===== src/rtl/cbrb_pkg.sv =====
// Package for the capture burst record builder.
// Holds the shared constants, request and register codes, record offsets and structs.
// No dependencies; every other file in rtl/ uses it.
package cbrb_pkg;

  // Payload capacity of one burst and the widths that follow from it.
  localparam int BURST_BYTES = 32;
  localparam int CNT_W       = 6;
  localparam int PL_AW       = (BURST_BYTES > 1) ? $clog2(BURST_BYTES) : 1;
  localparam int HDR_BYTES   = 12;
  localparam int IDX_W       = $clog2(HDR_BYTES + BURST_BYTES);

  // Record constants.
  localparam logic [7:0]  REC_TYPE_DATA = 8'h01;
  localparam logic [15:0] SAT16         = 16'hFFFF;

  // Request codes.
  localparam logic [1:0] REQ_BYTE    = 2'd0;
  localparam logic [1:0] REQ_TICK    = 2'd1;
  localparam logic [1:0] REQ_OVERRUN = 2'd2;

  // Configuration register indexes.
  localparam logic [1:0] CFG_IDLE_GAP = 2'd0;
  localparam logic [1:0] CFG_TIME_CAP = 2'd1;
  localparam logic [1:0] CFG_ONSET    = 2'd2;

  // Configuration reset values.
  localparam logic [7:0]       RST_IDLE_GAP = 8'd3;
  localparam logic [31:0]      RST_TIME_CAP = 32'd50000;
  localparam logic [CNT_W-1:0] RST_ONSET    = 6'd16;

  // Byte offsets of the record header fields.
  localparam int OFS_TYPE  = 0;
  localparam int OFS_START = 1;
  localparam int OFS_DUR   = 5;
  localparam int OFS_ONSET = 7;
  localparam int OFS_FLAGS = 9;
  localparam int OFS_LEN   = 10;

  // Result of the shared subtractor.
  typedef struct packed {
    logic        borrow;
    logic [31:0] diff;
  } alu_res_t;

  // Header fields of the record being emitted.
  typedef struct packed {
    logic [31:0]      start;
    logic [15:0]      dur;
    logic [15:0]      onset;
    logic             overrun;
    logic             cont;
    logic [CNT_W-1:0] len;
  } rec_hdr_t;

  // Saturate a 32-bit time difference to 16 bits.
  function automatic logic [15:0] sat16(input logic [31:0] v);
    sat16 = (v[31:16] != 16'd0) ? SAT16 : v[15:0];
  endfunction

endpackage


===== src/rtl/cbrb_alu.sv =====
// Shared 32-bit subtractor of the burst record builder.
// Gives a - b modulo 2^32 and the borrow, which flags b > a. Uses cbrb_pkg.
module cbrb_alu (
  input  logic [31:0]       a_i,
  input  logic [31:0]       b_i,
  output cbrb_pkg::alu_res_t res_o
);

  logic [32:0] sub;

  // One wide subtract serves every time difference and every compare.
  assign sub = {1'b0, a_i} - {1'b0, b_i};
  assign res_o.borrow = sub[32];
  assign res_o.diff   = sub[31:0];

endmodule


===== src/rtl/cbrb_rec_fmt.sv =====
// Record byte selector of the burst record builder.
// Picks the record byte at a given position from the header fields or the payload.
// Uses cbrb_pkg.
module cbrb_rec_fmt (
  input  logic [cbrb_pkg::IDX_W-1:0] idx_i,
  input  cbrb_pkg::rec_hdr_t         hdr_i,
  input  logic [7:0]                 payload_i,
  output logic [7:0]                 byte_o,
  output logic                       end_o
);

  logic [15:0] len16;
  logic [7:0]  flags;

  assign len16 = 16'(hdr_i.len);
  assign flags = {5'd0, hdr_i.cont, 1'b0, hdr_i.overrun};

  // Little-endian header fields, then the payload.
  always_comb begin
    case (idx_i)
      cbrb_pkg::IDX_W'(cbrb_pkg::OFS_TYPE):      byte_o = cbrb_pkg::REC_TYPE_DATA;
      cbrb_pkg::IDX_W'(cbrb_pkg::OFS_START):     byte_o = hdr_i.start[7:0];
      cbrb_pkg::IDX_W'(cbrb_pkg::OFS_START + 1): byte_o = hdr_i.start[15:8];
      cbrb_pkg::IDX_W'(cbrb_pkg::OFS_START + 2): byte_o = hdr_i.start[23:16];
      cbrb_pkg::IDX_W'(cbrb_pkg::OFS_START + 3): byte_o = hdr_i.start[31:24];
      cbrb_pkg::IDX_W'(cbrb_pkg::OFS_DUR):       byte_o = hdr_i.dur[7:0];
      cbrb_pkg::IDX_W'(cbrb_pkg::OFS_DUR + 1):   byte_o = hdr_i.dur[15:8];
      cbrb_pkg::IDX_W'(cbrb_pkg::OFS_ONSET):     byte_o = hdr_i.onset[7:0];
      cbrb_pkg::IDX_W'(cbrb_pkg::OFS_ONSET + 1): byte_o = hdr_i.onset[15:8];
      cbrb_pkg::IDX_W'(cbrb_pkg::OFS_FLAGS):     byte_o = flags;
      cbrb_pkg::IDX_W'(cbrb_pkg::OFS_LEN):       byte_o = len16[7:0];
      cbrb_pkg::IDX_W'(cbrb_pkg::OFS_LEN + 1):   byte_o = len16[15:8];
      default:                                   byte_o = payload_i;
    endcase
  end

  // The record ends after the header and len payload bytes.
  assign end_o = (idx_i == (cbrb_pkg::IDX_W'(cbrb_pkg::HDR_BYTES - 1)
                            + cbrb_pkg::IDX_W'(hdr_i.len)));

endmodule


===== src/rtl/capture_burst_record_builder_unit.sv =====
// Top level of the capture burst record builder: sequencer, payload memory, output register.
// Depends on cbrb_pkg, cbrb_alu and cbrb_rec_fmt.
//
// Usage: words enter on the input channel (in_valid_i / in_stall_o) as a request type
// with a data byte and the microsecond and millisecond timestamps. Record bytes leave on
// the output channel (out_valid_o / out_stall_i), one byte per word, record_end_o set on
// the last byte of a record. Configuration is written through cfg_we_i, cfg_index_i and
// cfg_wdata_i, by the user only while the block is idle; the block does not enforce this.
// Operation: a small sequencer runs every time difference and compare through one shared
// 32-bit subtractor. An overrun word, an unused request type or a tick without an open
// burst ends in S_IDLE; a captured byte passes S_BYTE and S_ONSET, a tick with a burst
// open S_MS, S_GAP, S_US and S_CAP. A byte that fills the payload, or a tick that
// closes the burst, passes S_DUR for the duration and streams 12 + n bytes, one per cycle
// while the receiver does not stall; n is the payload length, at most 32. in_stall_o
// stays high while the sequencer works, so one word is processed at a time. The output
// register lets the next word be taken while the last record byte still waits.
// Reset clears all state but the payload memory and loads the register defaults: idle gap
// 3 ms, time cap 50000 us, onset count 16. A stalling receiver holds the current byte and
// halts the record stream; the payload memory needs no clearing pass.
module capture_burst_record_builder_unit (
  input  logic        clk_i,
  input  logic        rst_ni,
  // Configuration port.
  input  logic        cfg_we_i,
  input  logic [1:0]  cfg_index_i,
  input  logic [31:0] cfg_wdata_i,
  // Input channel.
  input  logic        in_valid_i,
  output logic        in_stall_o,
  input  logic [1:0]  req_type_i,
  input  logic [7:0]  data_byte_i,
  input  logic [31:0] now_us_i,
  input  logic [31:0] now_ms_i,
  // Output channel.
  output logic        out_valid_o,
  input  logic        out_stall_i,
  output logic [7:0]  record_byte_o,
  output logic        record_end_o
);

  typedef enum logic [3:0] {
    S_IDLE,
    S_BYTE,
    S_ONSET,
    S_MS,
    S_GAP,
    S_US,
    S_CAP,
    S_DUR,
    S_EMIT
  } state_e;

  localparam int CW = cbrb_pkg::CNT_W;
  localparam int IW = cbrb_pkg::IDX_W;
  localparam int AW = cbrb_pkg::PL_AW;

  state_e state_q, state_d;

  // Configuration registers.
  logic [7:0]    idle_gap_q, idle_gap_d;
  logic [31:0]   time_cap_q, time_cap_d;
  logic [CW-1:0] onset_cnt_q, onset_cnt_d;

  // Captured input word.
  logic [1:0]  req_q, req_d;
  logic [7:0]  data_q, data_d;
  logic [31:0] now_us_q, now_us_d;
  logic [31:0] now_ms_q, now_ms_d;

  // Burst state.
  logic          open_q, open_d;
  logic [CW-1:0] cnt_q, cnt_d;
  logic [31:0]   start_q, start_d;
  logic [31:0]   last_us_q, last_us_d;
  logic [31:0]   last_ms_q, last_ms_d;
  logic [15:0]   onset_q, onset_d;
  logic          ovr_q, ovr_d;

  // Sequencer scratch.
  logic [31:0] diff_q, diff_d;
  logic        close_q, close_d;
  logic        cont_q, cont_d;
  logic [15:0] dur_q, dur_d;
  logic [IW-1:0] idx_q, idx_d;

  // Output register.
  logic       out_valid_q, out_valid_d;
  logic [7:0] out_byte_q, out_byte_d;
  logic       out_end_q, out_end_d;

  // Payload memory.
  logic [7:0]    payload_mem [cbrb_pkg::BURST_BYTES];
  logic [7:0]    rd_data_q;
  logic          mem_we;
  logic [AW-1:0] wr_addr;
  logic [AW-1:0] rd_addr;
  logic [IW-1:0] rd_pos;

  // Shared unit and record formatter hookup.
  logic [31:0]        alu_a, alu_b;
  cbrb_pkg::alu_res_t alu_res;
  cbrb_pkg::rec_hdr_t hdr;
  logic [7:0]         fmt_byte;
  logic               fmt_end;

  logic in_accept;
  logic out_free;
  logic [CW-1:0] cnt_base;

  assign in_stall_o = (state_q != S_IDLE);
  assign in_accept  = in_valid_i && !in_stall_o;
  assign out_free   = !out_valid_q || !out_stall_i;
  assign cnt_base   = open_q ? cnt_q : '0;

  // Operand selection for the shared subtractor.
  always_comb begin
    case (state_q)
      S_ONSET: begin alu_a = now_us_q;            alu_b = start_q; end
      S_MS:    begin alu_a = now_ms_q;            alu_b = last_ms_q; end
      S_GAP:   begin alu_a = {24'd0, idle_gap_q}; alu_b = diff_q; end
      S_US:    begin alu_a = now_us_q;            alu_b = start_q; end
      S_CAP:   begin alu_a = time_cap_q;          alu_b = diff_q; end
      S_DUR:   begin alu_a = last_us_q;           alu_b = start_q; end
      default: begin alu_a = now_us_q;            alu_b = start_q; end
    endcase
  end

  cbrb_alu u_alu (
    .a_i   (alu_a),
    .b_i   (alu_b),
    .res_o (alu_res)
  );

  // Header fields of the record in flight.
  assign hdr.start   = start_q;
  assign hdr.dur     = dur_q;
  assign hdr.onset   = onset_q;
  assign hdr.overrun = ovr_q;
  assign hdr.cont    = cont_q;
  assign hdr.len     = cnt_q;

  cbrb_rec_fmt u_rec_fmt (
    .idx_i     (idx_q),
    .hdr_i     (hdr),
    .payload_i (rd_data_q),
    .byte_o    (fmt_byte),
    .end_o     (fmt_end)
  );

  // Sequencer next state.
  always_comb begin
    state_d     = state_q;
    idle_gap_d  = idle_gap_q;
    time_cap_d  = time_cap_q;
    onset_cnt_d = onset_cnt_q;
    req_d       = req_q;
    data_d      = data_q;
    now_us_d    = now_us_q;
    now_ms_d    = now_ms_q;
    open_d      = open_q;
    cnt_d       = cnt_q;
    start_d     = start_q;
    last_us_d   = last_us_q;
    last_ms_d   = last_ms_q;
    onset_d     = onset_q;
    ovr_d       = ovr_q;
    diff_d      = diff_q;
    close_d     = close_q;
    cont_d      = cont_q;
    dur_d       = dur_q;
    idx_d       = idx_q;
    out_valid_d = out_valid_q && out_stall_i;
    out_byte_d  = out_byte_q;
    out_end_d   = out_end_q;
    mem_we      = 1'b0;
    wr_addr     = cnt_base[AW-1:0];

    // Configuration writes.
    if (cfg_we_i) begin
      case (cfg_index_i)
        cbrb_pkg::CFG_IDLE_GAP: idle_gap_d  = cfg_wdata_i[7:0];
        cbrb_pkg::CFG_TIME_CAP: time_cap_d  = cfg_wdata_i;
        cbrb_pkg::CFG_ONSET:    onset_cnt_d = cfg_wdata_i[CW-1:0];
        default: ;
      endcase
    end

    case (state_q)
      // Take a word and dispatch on its type.
      S_IDLE: begin
        if (in_accept) begin
          req_d    = req_type_i;
          data_d   = data_byte_i;
          now_us_d = now_us_i;
          now_ms_d = now_ms_i;
          case (req_type_i)
            cbrb_pkg::REQ_BYTE:    state_d = S_BYTE;
            cbrb_pkg::REQ_TICK:    state_d = open_q ? S_MS : S_IDLE;
            cbrb_pkg::REQ_OVERRUN: ovr_d = 1'b1;
            default: ;
          endcase
        end
      end
      // Open a burst if needed, store the byte and note its times.
      S_BYTE: begin
        if (!open_q) begin
          open_d  = 1'b1;
          onset_d = 16'd0;
          start_d = now_us_q;
        end
        mem_we    = 1'b1;
        cnt_d     = cnt_base + CW'(1);
        last_us_d = now_us_q;
        last_ms_d = now_ms_q;
        state_d   = S_ONSET;
      end
      // Record the onset time, and emit a continued record when full.
      S_ONSET: begin
        if (cnt_q == onset_cnt_q) begin
          onset_d = cbrb_pkg::sat16(alu_res.diff);
        end
        if (cnt_q == CW'(cbrb_pkg::BURST_BYTES)) begin
          cont_d  = 1'b1;
          state_d = S_DUR;
        end else begin
          state_d = S_IDLE;
        end
      end
      // Milliseconds since the last byte.
      S_MS: begin
        diff_d  = alu_res.diff;
        state_d = S_GAP;
      end
      // Idle gap exceeded when the gap minus the elapsed time borrows.
      S_GAP: begin
        close_d = alu_res.borrow;
        state_d = S_US;
      end
      // Microseconds since the burst start.
      S_US: begin
        diff_d  = alu_res.diff;
        state_d = S_CAP;
      end
      // Close on either limit with a terminal record.
      S_CAP: begin
        if (close_q || alu_res.borrow) begin
          cont_d  = 1'b0;
          state_d = S_DUR;
        end else begin
          state_d = S_IDLE;
        end
      end
      // Burst duration, then start streaming.
      S_DUR: begin
        dur_d   = cbrb_pkg::sat16(alu_res.diff);
        idx_d   = '0;
        state_d = S_EMIT;
      end
      // Stream the record one byte per free output slot.
      S_EMIT: begin
        if (out_free) begin
          out_valid_d = 1'b1;
          out_byte_d  = fmt_byte;
          out_end_d   = fmt_end;
          if (fmt_end) begin
            open_d  = 1'b0;
            cnt_d   = '0;
            ovr_d   = 1'b0;
            state_d = S_IDLE;
          end else begin
            idx_d = idx_q + IW'(1);
          end
        end
      end
      default: state_d = S_IDLE;
    endcase
  end

  // The memory reads ahead at the position the index takes next cycle.
  assign rd_pos  = idx_d - IW'(cbrb_pkg::HDR_BYTES);
  assign rd_addr = rd_pos[AW-1:0];

  // Payload memory: one write port, one registered read port.
  always_ff @(posedge clk_i) begin
    if (mem_we) begin
      payload_mem[wr_addr] <= data_q;
    end
    rd_data_q <= payload_mem[rd_addr];
  end

  // State and registered outputs.
  always_ff @(posedge clk_i or negedge rst_ni) begin
    if (!rst_ni) begin
      state_q     <= S_IDLE;
      idle_gap_q  <= cbrb_pkg::RST_IDLE_GAP;
      time_cap_q  <= cbrb_pkg::RST_TIME_CAP;
      onset_cnt_q <= cbrb_pkg::RST_ONSET;
      req_q       <= '0;
      data_q      <= '0;
      now_us_q    <= '0;
      now_ms_q    <= '0;
      open_q      <= 1'b0;
      cnt_q       <= '0;
      start_q     <= '0;
      last_us_q   <= '0;
      last_ms_q   <= '0;
      onset_q     <= '0;
      ovr_q       <= 1'b0;
      diff_q      <= '0;
      close_q     <= 1'b0;
      cont_q      <= 1'b0;
      dur_q       <= '0;
      idx_q       <= '0;
      out_valid_q <= 1'b0;
      out_byte_q  <= '0;
      out_end_q   <= 1'b0;
    end else begin
      state_q     <= state_d;
      idle_gap_q  <= idle_gap_d;
      time_cap_q  <= time_cap_d;
      onset_cnt_q <= onset_cnt_d;
      req_q       <= req_d;
      data_q      <= data_d;
      now_us_q    <= now_us_d;
      now_ms_q    <= now_ms_d;
      open_q      <= open_d;
      cnt_q       <= cnt_d;
      start_q     <= start_d;
      last_us_q   <= last_us_d;
      last_ms_q   <= last_ms_d;
      onset_q     <= onset_d;
      ovr_q       <= ovr_d;
      diff_q      <= diff_d;
      close_q     <= close_d;
      cont_q      <= cont_d;
      dur_q       <= dur_d;
      idx_q       <= idx_d;
      out_valid_q <= out_valid_d;
      out_byte_q  <= out_byte_d;
      out_end_q   <= out_end_d;
    end
  end

  assign out_valid_o   = out_valid_q;
  assign record_byte_o = out_byte_q;
  assign record_end_o  = out_end_q;

`ifndef ASSERT_OFF
  // Between words the payload is never full: a full payload is always flushed.
  a_cnt_below_cap: assert property (@(posedge clk_i) disable iff (!rst_ni)
    state_q == S_IDLE |-> cnt_q < CW'(cbrb_pkg::BURST_BYTES))
    else $error("payload count at or above capacity while idle");

  // A closed burst holds no bytes.
  a_closed_empty: assert property (@(posedge clk_i) disable iff (!rst_ni)
    !open_q |-> cnt_q == '0)
    else $error("byte count nonzero with no open burst");

  // Records are only streamed for an open burst.
  a_emit_open: assert property (@(posedge clk_i) disable iff (!rst_ni)
    state_q == S_EMIT |-> open_q)
    else $error("record streaming without an open burst");

  // Loading the last record byte closes the burst and frees the input.
  a_end_closes: assert property (@(posedge clk_i) disable iff (!rst_ni)
    (state_q == S_EMIT && out_free && fmt_end) |=>
      (state_q == S_IDLE && !open_q && !ovr_q && out_valid_q && out_end_q))
    else $error("last record byte did not close the burst");
`endif

endmodule

===== config.mk =====
export PLATFORM = sky130hd
export DESIGN_NAME = capture_burst_record_builder_unit
export DESIGN_NICKNAME = d
export VERILOG_FILES = /design/src/rtl/cbrb_pkg.sv /design/src/rtl/cbrb_alu.sv /design/src/rtl/cbrb_rec_fmt.sv /design/src/rtl/capture_burst_record_builder_unit.sv
export SDC_FILE = /design/constraint.sdc
export NUM_CORES = 1
export LEC_CHECK = 0
export BUFFER_PORTS_ARGS = -buffer_cell sky130_fd_sc_hd__buf_2
export CAP_MARGIN = 20
export CORE_ASPECT_RATIO = 1.1
export CORE_UTILIZATION = 45
export CTS_CLUSTER_DIAMETER = 100
export DETAILED_ROUTE_END_ITERATION = 10
export RECOVER_POWER = 25
export SETUP_SLACK_MARGIN = 0.3
export SYNTH_ARGS = -nofsm -noshare
export SYNTH_HDL_FRONTEND = slang
export SYNTH_SLANG_ARGS = --single-unit

===== constraint.sdc =====
create_clock -name clk_i -period 6.35 [get_ports clk_i]
set_clock_uncertainty 0.15 [all_clocks]
set_input_delay 0.3175 -clock clk_i [delete_from_list [all_inputs] [get_ports clk_i]]
set_output_delay 0.3175 -clock clk_i [all_outputs]
set_load 0.05 [all_outputs]

# After elaboration in Yosys (flattened, before gate mapping)
# Memories as Yosys holds them, arrays and structs flattened. A register that Yosys moved wholly into a read port is not among the register bits.
# Cells that the tools add are included.
# Widths: inputs -> output; s select.
[totals]
inputBits = 113
memories = 1
word_cells = 130
regBits = 308
mem_bits_rw = 256
[memory_table]
columns = ["memory", "words", "word_bits", "read_ports", "rd_ports_with_merged_regs", "write_ports", "line_no", "text"]
rows = [
  ["payload_mem", 32, 8, 1, 1, 1, "capture_burst_record_builder_unit.sv:92", "logic [7:0] payload_mem [cbrb_pkg::BURST_BYTES];"],
]
[op_classes]
n_reduce_logical = 30
n_eq_ne = 35
mux = 36
add_sub_neg = 5
n_bitwise = 1
[op_table]
columns = ["op", "n"]
rows = [
  ["$pmux 32 s4", 1],
  ["$pmux 8 s12", 1],
  ["$pmux 32 s2", 1],
  ["$mux 16", 3],
  ["$pmux 4 s9", 1],
  ["$sub 32x32->33", 1],
  ["$pmux 16 s2", 1],
  ["$mux 6", 5],
  ["$eq 6x3->1 const B", 4],
  ["$eq 6x4->1 const B", 4],
  ["$pmux 6 s2", 2],
  ["$eq 4x3->1 const B", 4],
  ["$reduce_bool 16->1", 1],
  ["$ne 2x2->1 const B", 7],
  ["$add 6x1->6 const B", 2],
  ["$eq 6x2->1 const B", 2],
  ["$eq 6x6->1", 2],
  ["$mux 4", 3],
  ["$reduce_and 2->1", 6],
  ["$mux 1", 11],
  ["$reduce_and 3->1", 3],
  ["$eq 4x2->1 const B", 2],
  ["$pmux 4 s2", 1],
  ["$reduce_bool 2->1", 4],
  ["other kinds (24)", 35],
]

# Longest topological paths before layout
# Gate-level depths: netlist of the first run.
[depth]
word_depth = 8
depth_mapped = 20

# Cells and area by module
# From an unflattened synthesis of the first run, not the netlist that was laid out.
[hier_totals]
hier_cells = 2485
area_unflattened_um2 = 27139.8
[by_module_without_submodules]
columns = ["mod", "cells_each", "n_inst", "area_per_inst_um2", "seq_area_each_um2"]
rows = [
  ["capture_burst_record_builder_unit", 2074, 1, 24274.5, 15566.2],
  ["cbrb_alu", 301, 1, 1979.4, 0.0],
  ["cbrb_rec_fmt", 110, 1, 885.8, 0.0],
]

# Worst setup path before layout of the first run
# OpenSTA, ideal clock, no wires.
[synth_path]
kind = "register to register"
startpoint = "reg state_q[3]"
endpoint = "reg dur_q[10]"
arrival_time_ns = 4.713
stages_incl_launch_ff = 21
t_required_ns = 6.062
setup_ns = 0.138
setup_slack_ns = 1.348
cell_sequence = "dfrtp_1 nand2b_1 nor2_1 nor2_1 nand2_1 clkbuf_1 nand3_1 o21ai_0 ha_1 inv_1 fa_1 a21o_1 a221o_1 a32o_2 o2111a_1 or3_4 a211oi_2 nand4b_1 nor4b_4 buf_6 a31oi_1"
[synth_via]
elab_chain_len = 6
elab_cells_between_ends = 10
[synth_lines]
columns = ["item", "line_no", "text"]
rows = [
  ["start: declaration", "capture_burst_record_builder_unit.sv:57", "state_e state_q, state_d;"],
  ["start signal: assignment", "capture_burst_record_builder_unit.sv:318", "state_q <= state_d;"],
  ["$eq 4x3->1", "capture_burst_record_builder_unit.sv:117", "case (state_q)"],
  ["$reduce_or 2->1 (no source line)", "--", ""],
  ["$pmux 32 s2", "capture_burst_record_builder_unit.sv:117", ""],
  ["$sub 32x32->33", "cbrb_alu.sv:12", "assign sub = {1'b0, a_i} - {1'b0, b_i};"],
  ["$reduce_bool 16->1", "cbrb_pkg.sv:58", "sat16 = (v[31:16] != 16'd0) ? SAT16 : v[15:0];"],
  ["$mux 16", "cbrb_pkg.sv:58", ""],
  ["end signal: assignment", "capture_burst_record_builder_unit.sv:336", "dur_q <= dur_d;"],
  ["end: declaration", "capture_burst_record_builder_unit.sv:83", "logic [15:0] dur_q, dur_d;"],
]
# Parallel ways exist; a longest one is shown, timed or not.
# A chain may end at the register's enable or synchronous reset.

# Worst setup path in the final report of the first run
[layout_path]
startpoint = "reg state_q[2]"
endpoint = "reg onset_q[7]"
[layout_via]
elab_chain_len = 8
elab_cells_between_ends = 18
[layout_lines]
columns = ["item", "line_no", "text"]
rows = [
  ["$eq 4x3->1", "capture_burst_record_builder_unit.sv:117", ""],
  ["$reduce_or 2->1 (no source line)", "--", ""],
  ["$pmux 32 s2", "capture_burst_record_builder_unit.sv:117", ""],
  ["$sub 32x32->33", "cbrb_alu.sv:12", ""],
  ["$reduce_bool 16->1", "cbrb_pkg.sv:58", ""],
  ["$mux 16", "cbrb_pkg.sv:58", ""],
  ["$mux 16", "capture_burst_record_builder_unit.sv:219", "if (cnt_q == onset_cnt_q) begin"],
  ["$pmux 16 s2", "capture_burst_record_builder_unit.sv:188", "case (state_q)"],
  ["end signal: assignment", "capture_burst_record_builder_unit.sv:331", "onset_q <= onset_d;"],
  ["end: declaration", "capture_burst_record_builder_unit.sv:76", "logic [15:0] onset_q, onset_d;"],
]
# Parallel ways exist; a longest one is shown, timed or not. The select of a mux whose other input is x is not followed.

==> impl_metrics.yaml, run 1 <==
run_status:
  status: "finished, violations left"
  violations: "capacitance limit, slew limit"
grt:
  overflow: 0
  grt_pass1_vias: 20300
  grt_first_pass_wirelength_microns: 124300
  antenna_found_initial: 4
  track_usage: 0.2665
  grt_max_degree: 158
timing:
  hold_viol_final: 0
  slew_headroom: -2.360
  period_needed_ns: 5.588
  rsz0062_at_grt: "false"
  maxSlewViolCount: 243
  fin_ws_ns: 0.7624
  worst_pin_slew_ns: 5.039
  setup-tns-final_ns: 0
  max_freq_ghz: 0.1790
  post-route-period-util: 0.8799
  setup_viol: 0
synth:
  syn_inst: 2398
  ys_warn_count: 0
  synth.top_cell.area_share: 0.2860
  synth_top_family_by_area: "compound AO/OA/AOI/OAI gates"
  synth_fp_nets: 2554
  synth-compound-area-share: 0.1435
  yosysTopAreaCell: "edfxtp_1"
  synth_edf_count: 256
  synth-simple-area-share: 0.1401
  yosysUniqueCellTypes: 92
  synthFlopType: "dfrtp_1"
  yosysSeqAreaShare: 0.5791
  synth-adder-area-share: 0.02029
  synthArstFlopShare: 0.5385
  synth_xor_area_frac: 0.01126
  syn_avg_cell_area_sq_um: 11.21
  synth-seq-cells: 572
  ys_top_cells_by_area: "edfxtp_1 29%, dfrtp_1 28%, mux2_2 6.6%, nand2_1 6.4%, a21oi_1 3.0%"
  synth_area_sq_um: 26880
  synthMuxAreaShare: 0.07494
worst_hold_path:
  hold_end: "state_q[1]"
  min_path_cells: 4
  hold_path_class: "input port to flop"
  min-delay-start: "req_type_i[1]"
placed_design:
  hpwl_microns: 54900
  place_ws_ns: 0.8242
  gp_congestion: 0.9178
  io_buffer_count: 123
setup_path:
  rr_worst_depth: 18
  critPathRequiredTime_ns: 6.74
  arrival_ns: 5.98
  crit_type: "flop to flop"
  r2r-start: "state_q[2]"
  worstPathMaxFanout: 21
  rrSetupSlack_ns: 0.76
  critPathLaunchType: "flop"
  reg2reg_to: "onset_q[7]"
  end_kind: "flop"
clocking:
  holdBufCountCts: 108
  cts.clk_slew.worst_paths_ns: 0.06
  clk_latency_ns: 0.64
  cts.sinks: 572
  htree_levels: 2
  numCtsBuffers: 59
  cts_setup_buffers: 0
  cts.path.max_buffers: 3
  ctsResizeCount: 0
  cts_tree: "yes"
  root_buffer: "clkbuf_16"
run:
  drv_cap: 5
pwr:
  power_density_nw_per_um2: 561.1
  p_total_mw: 17.61
  combPwrFrac: 0.462
  clkPwrFrac: 0.211
  vdd_ir_drop_max_v: 0.0003116
  p_sw_frac: 0.4364
  seq_power_share: 0.327
  power.internal_mw: 9.927
  power.switching_mw: 7.687
  leakagePower_nw: 12.58
finish:
  nNetsFinal: 2741
  most-common-layout-cells: "456 x nand2_1, 299 x dfrtp_1, 256 x edfxtp_1"
  area_growth_pct: 16.78
  layout_commonest_cell: "nand2_1"
  fillers: 5027
  drive_gt1_frac: 0.1806
die:
  ios: 124
  rows: 93
  core_area_sq_um: 58760
  start_util: 0.4574
  dieHeight_microns: 258.3
  die-area_sq_um: 60720
  dieWidth_microns: 235.0
drt:
  drt_pass1_iterations: 8
  drt_iter0_drc: 1884
  wl_microns: 80940
  wl_per_cell_microns: 23.87
  drc: 0
  route.antenna.remaining_nets: 0
  vias: 20260
  vias_per_cell: 5.974
-- through the flow --
stage,hold WS (ns),area [sq um],utilization,cells
after global placement,0.3068,28240,0.4805,3175
after detailed placement,0.3117,28240,0.4805,3175
after floorplan,-0.1281,26880,-,2398
after global routing,0.09553,31390,0.5342,3390
after CTS,0.04302,31410,0.5345,3389
final,0.07931,31390,0.5342,3391
-- how the worst max path moves through the flow --
stage | from | end | slack, ns
floorplan | state_q[3] | dur_q[10] | 1.35
global placement | state_q[2] | onset_q[9] | 1.02
detailed placement | state_q[2] | onset_q[11] | 0.82
CTS | state_q[2] | onset_q[11] | 0.83
global route | rst_ni | last_ms_q[22] | 0.25
finish | state_q[2] | onset_q[7] | 0.76
-- per-layer routing --
layer,part of all wire,wire [microns],up-vias,GRT usage
met5,0.00043,35,-,0
met4,0.048,3882,6,0.1277
met3,0.057,4601,180,0.03600
met2,0.49,39270,700,0.4472
met1,0.41,33140,10130,0.3423
li1,-,-,9238,-
-- synth_stat cells, types with 14 or more instances --
master,instances
xnor2_1,20
dfrtp_1,299
buf_2,27
a211oi_1,18
a222oi_1,36
nand3_1,44
mux2i_1,22
nor3b_1,18
o21ai_0,56
nand2_1,458
buf_4,14
and3_1,18
a31oi_1,35
a22o_1,38
inv_1,31
a21o_1,19
nor3_1,21
nand4_1,32
a221oi_1,34
a22oi_1,18
clkbuf_1,104
a2111oi_0,21
a21oi_1,162
nor4_1,17
mux2_2,158
nor2b_1,20
nor2_1,138
ha_1,42
edfxtp_1,256
-- sequential cells by signal, indices dropped and copies added, names as in the netlist, 16 cells and up --
| signal | cells |
|---|---|
| payload_mem | 256 |
| diff_q | 32 |
| last_ms_q | 32 |
| last_us_q | 32 |
| now_ms_q | 32 |
| now_us_q | 32 |
| start_q | 32 |
| time_cap_q | 32 |
| dur_q | 16 |
| onset_q | 16 |
-- layout make-up --
cell class                 instances  area, sq um  share of cell area
clock inverter                    31        450.4             0.01435
inverter                          35        131.4            0.004185
tap                              760        950.9             0.03029
antenna                            1        2.502          0.00007972
timing repair buffer             283         2097             0.06680
multi-input combinational       1634        10560              0.3362
clock buffer                      75         1638             0.05217
sequential                       572        15570              0.4959
-- worst max-delay path: stages, from the launching register on --
cell and delay, ns:
dfrtp_1 0.46, nor2b_1 0.19, and3_2 0.43, buf_4 0.37, nor3_2 0.10, buf_4 0.25
a22oi_1 0.16, nand2_1 0.08, ha_1 0.38, and3_1 0.21, a221o_1 0.44, a32o_2 0.36
o2111a_1 0.27, o211a_1 0.23, o21a_1 0.22, o22ai_2 0.71, nor3b_2 0.09, buf_4 0.24
a21oi_1 0.16
-- power by group through the flow --
stage / logic (mW) / clock network, mW / registers, mW
after floorplan: 5.32 / 0 / 5.58
after global placement: 7.85 / 0 / 5.82
final: 8.14 / 3.71 / 5.76
after detailed placement: 7.94 / 0 / 5.84
after CTS: 8.04 / 3.78 / 5.78
after global routing: 8.81 / 3.92 / 5.86
-- cell families (layout without fill, tap and decap cells) --
group,Yosys count,after routing
AOI/OAI and AO/OA,544,544
adders and majority gates,43,43
other,0,1
xor gates and xnor gates,32,32
DFF,572,572
muxes,181,181
and+or+nand+nor,834,834
buffers and inverters,192,424
Power figures use the tool's default switching activity.
==> run 2: changes to the inputs <==
--- a/config.mk
+++ b/config.mk
@@ -7,10 +7,13 @@
 export LEC_CHECK = 0
 export BUFFER_PORTS_ARGS = -buffer_cell sky130_fd_sc_hd__buf_2
 export CAP_MARGIN = 20
+export CELL_PAD_IN_SITES_DETAIL_PLACEMENT = 0
+export CELL_PAD_IN_SITES_GLOBAL_PLACEMENT = 1
 export CORE_ASPECT_RATIO = 1.1
 export CORE_UTILIZATION = 45
 export CTS_CLUSTER_DIAMETER = 100
 export DETAILED_ROUTE_END_ITERATION = 10
+export PLACE_DENSITY_LB_ADDON = 0.1
 export RECOVER_POWER = 25
 export SETUP_SLACK_MARGIN = 0.3
 export SYNTH_ARGS = -nofsm -noshare
==> impl_metrics.yaml, run 2 (same netlist as run 1, synthesis figures left out) <==
run_status:
  status: "finished, violations left"
  violations: "capacitance limit, slew limit"
setup_path:
  crit_type: "flop to flop"
  end_kind: "flop"
  arrival_ns: 6.18
  critPathRequiredTime_ns: 6.75
  rr_worst_depth: 20
  worstPathMaxFanout: 34
  critPathLaunchType: "flop"
drt:
  wl_per_cell_microns: 24.32
  vias_per_cell: 6.003
  drt_iter0_drc: 2054
  drc: 0
  wl_microns: 82840
  route.antenna.remaining_nets: 0
  vias: 20450
  drt_pass1_iterations: 7
clocking:
  cts_tree: "yes"
  cts.sinks: 572
  clk_latency_ns: 0.65
  cts_setup_buffers: 0
  htree_levels: 2
  numCtsBuffers: 61
  cts.clk_slew.worst_paths_ns: 0.06
  cts.path.max_buffers: 3
  root_buffer: "clkbuf_16"
pwr:
  p_total_mw: 17.63
  leakagePower_nw: 12.61
  power_density_nw_per_um2: 560.5
  vdd_ir_drop_max_v: 0.0003202
grt:
  grt_first_pass_wirelength_microns: 126600
  overflow: 0
  track_usage: 0.2731
  grt_max_degree: 165
  antenna_found_initial: 1
  grt_pass1_vias: 19970
timing:
  post-route-period-util: 0.9100
  hold_viol_final: 0
  setup-tns-final_ns: 0
  setup_viol: 0
  period_needed_ns: 5.778
  rsz0062_at_grt: "false"
  maxSlewViolCount: 273
  worst_pin_slew_ns: 4.107
  slew_headroom: -1.738
  max_freq_ghz: 0.1731
die:
  start_util: 0.4574
  rows: 93
  die-area_sq_um: 60720
  dieHeight_microns: 258.3
  ios: 124
  dieWidth_microns: 235.0
  core_area_sq_um: 58760
finish:
  drive_gt1_frac: 0.1802
  largest_reg_flops: 256
  area_growth_pct: 17.03
  top_register: "payload_mem"
  most-common-layout-cells: "456 x nand2_1, 299 x dfrtp_1, 256 x edfxtp_1"
  diodes: 0
  layout_commonest_cell: "nand2_1"
  nNetsFinal: 2750
placed_design:
  gp_congestion: 0.8989
  io_buffer_count: 123
  hpwl_microns: 54970
worst_hold_path:
  hold_path_class: "input port to flop"
  min_path_cells: 5
run:
  drv_cap: 7
-- run 2: changes by cell type in the layout (fill, tap and decap cells not counted), moves of 2 or more --
cell	delta
clkbuf_1	+7
clkinv_2	+5
clkbuf_8	-3
clkinv_1	+3
clkinv_4	+3
dlygate4sd3_1	+3
nor3_2	-3
bufinv_16	-2
clkbuf_16	+2
nor3_1	+2
-- run 2: worst max-delay path, stage by stage (launching register included) --
cell,delay [ns]
dfrtp_1,0.45
nand2b_1,0.20
nor2_2,0.05
buf_4,0.28
nor2_2,0.15
nand2_1,0.14
buf_4,0.24
o21ai_0,0.21
ha_1,0.21
inv_1,0.06
fa_1,0.47
a21o_1,0.21
a221o_1,0.40
a32o_2,0.36
o2111a_1,0.28
o211a_1,0.24
o21a_1,0.22
o211ai_1,0.45
nand2_1,0.19
a31oi_1,0.16
dlygate4sd3_1,0.57
-- run 2: layout make-up --
| type | count | area [sq um] |
|---|---|---|
| inverter | 35 | 131.4 |
| tap | 760 | 950.9 |
| sequential | 572 | 15570 |
| clock inverter | 39 | 452.9 |
| fill | 5098 | 27300 |
| timing repair buffer | 290 | 2145 |
| clock buffer | 77 | 1658 |
| multi-input combinational | 1634 | 10560 |
-- run 2: path summary, 6_finish.rpt --
| path | start | end | slack (ns) |
|---|---|---|---|
| max | state_q[3] | state_q[1] | 0.57 |
| min | req_type_i[1] | state_q[0] | 0.05 |
| max reg2reg | state_q[3] | state_q[1] | 0.57 |
| min reg2reg | last_us_q[26] | last_us_q[26] | 0.33 |
| max in group asynchronous | rst_ni | dur_q[9] | 1.87 |
| min in group asynchronous | rst_ni | time_cap_q[17] | 1.52 |
-- run 2: metrics by stage --
stage	instances	hold WS [ns]	utilization	worst slack, ns	instance area [sq um]
floorplan	2398	-0.1281	-	1.348	26880
global placement	3178	0.1699	0.4807	0.9359	28250
detailed placement	3178	0.1753	0.4807	0.7211	28250
CTS	3405	0.01120	0.5355	0.4897	31470
global route	3407	0.07506	0.5354	0.3695	31460
finish	3407	0.04721	0.5354	0.5717	31460
-- run 2: routing by layer --
layer | GRT usage | wire length (microns) | vias up
met1 | 0.4071 | 37980 | 10240
met3 | 0.05677 | 6907 | 119
li1 | - | - | 9287
met4 | 0.07292 | 1910 | 2
met5 | 0 | 5 | -
met2 | 0.4034 | 36040 | 800
-- run 2: repair_timing --
item | in CTS | in global routing
resized for setup | 0 | 1
hold buffers | 111 | 0
setup endpoints to repair | 0 | 17
hold endpoints to repair | 195 | 0
-- run 2: power by group --
group,internal (mW),switching [mW]
registers,4.98,0.711
logic,2.75,5.47
clock network,2.18,1.54
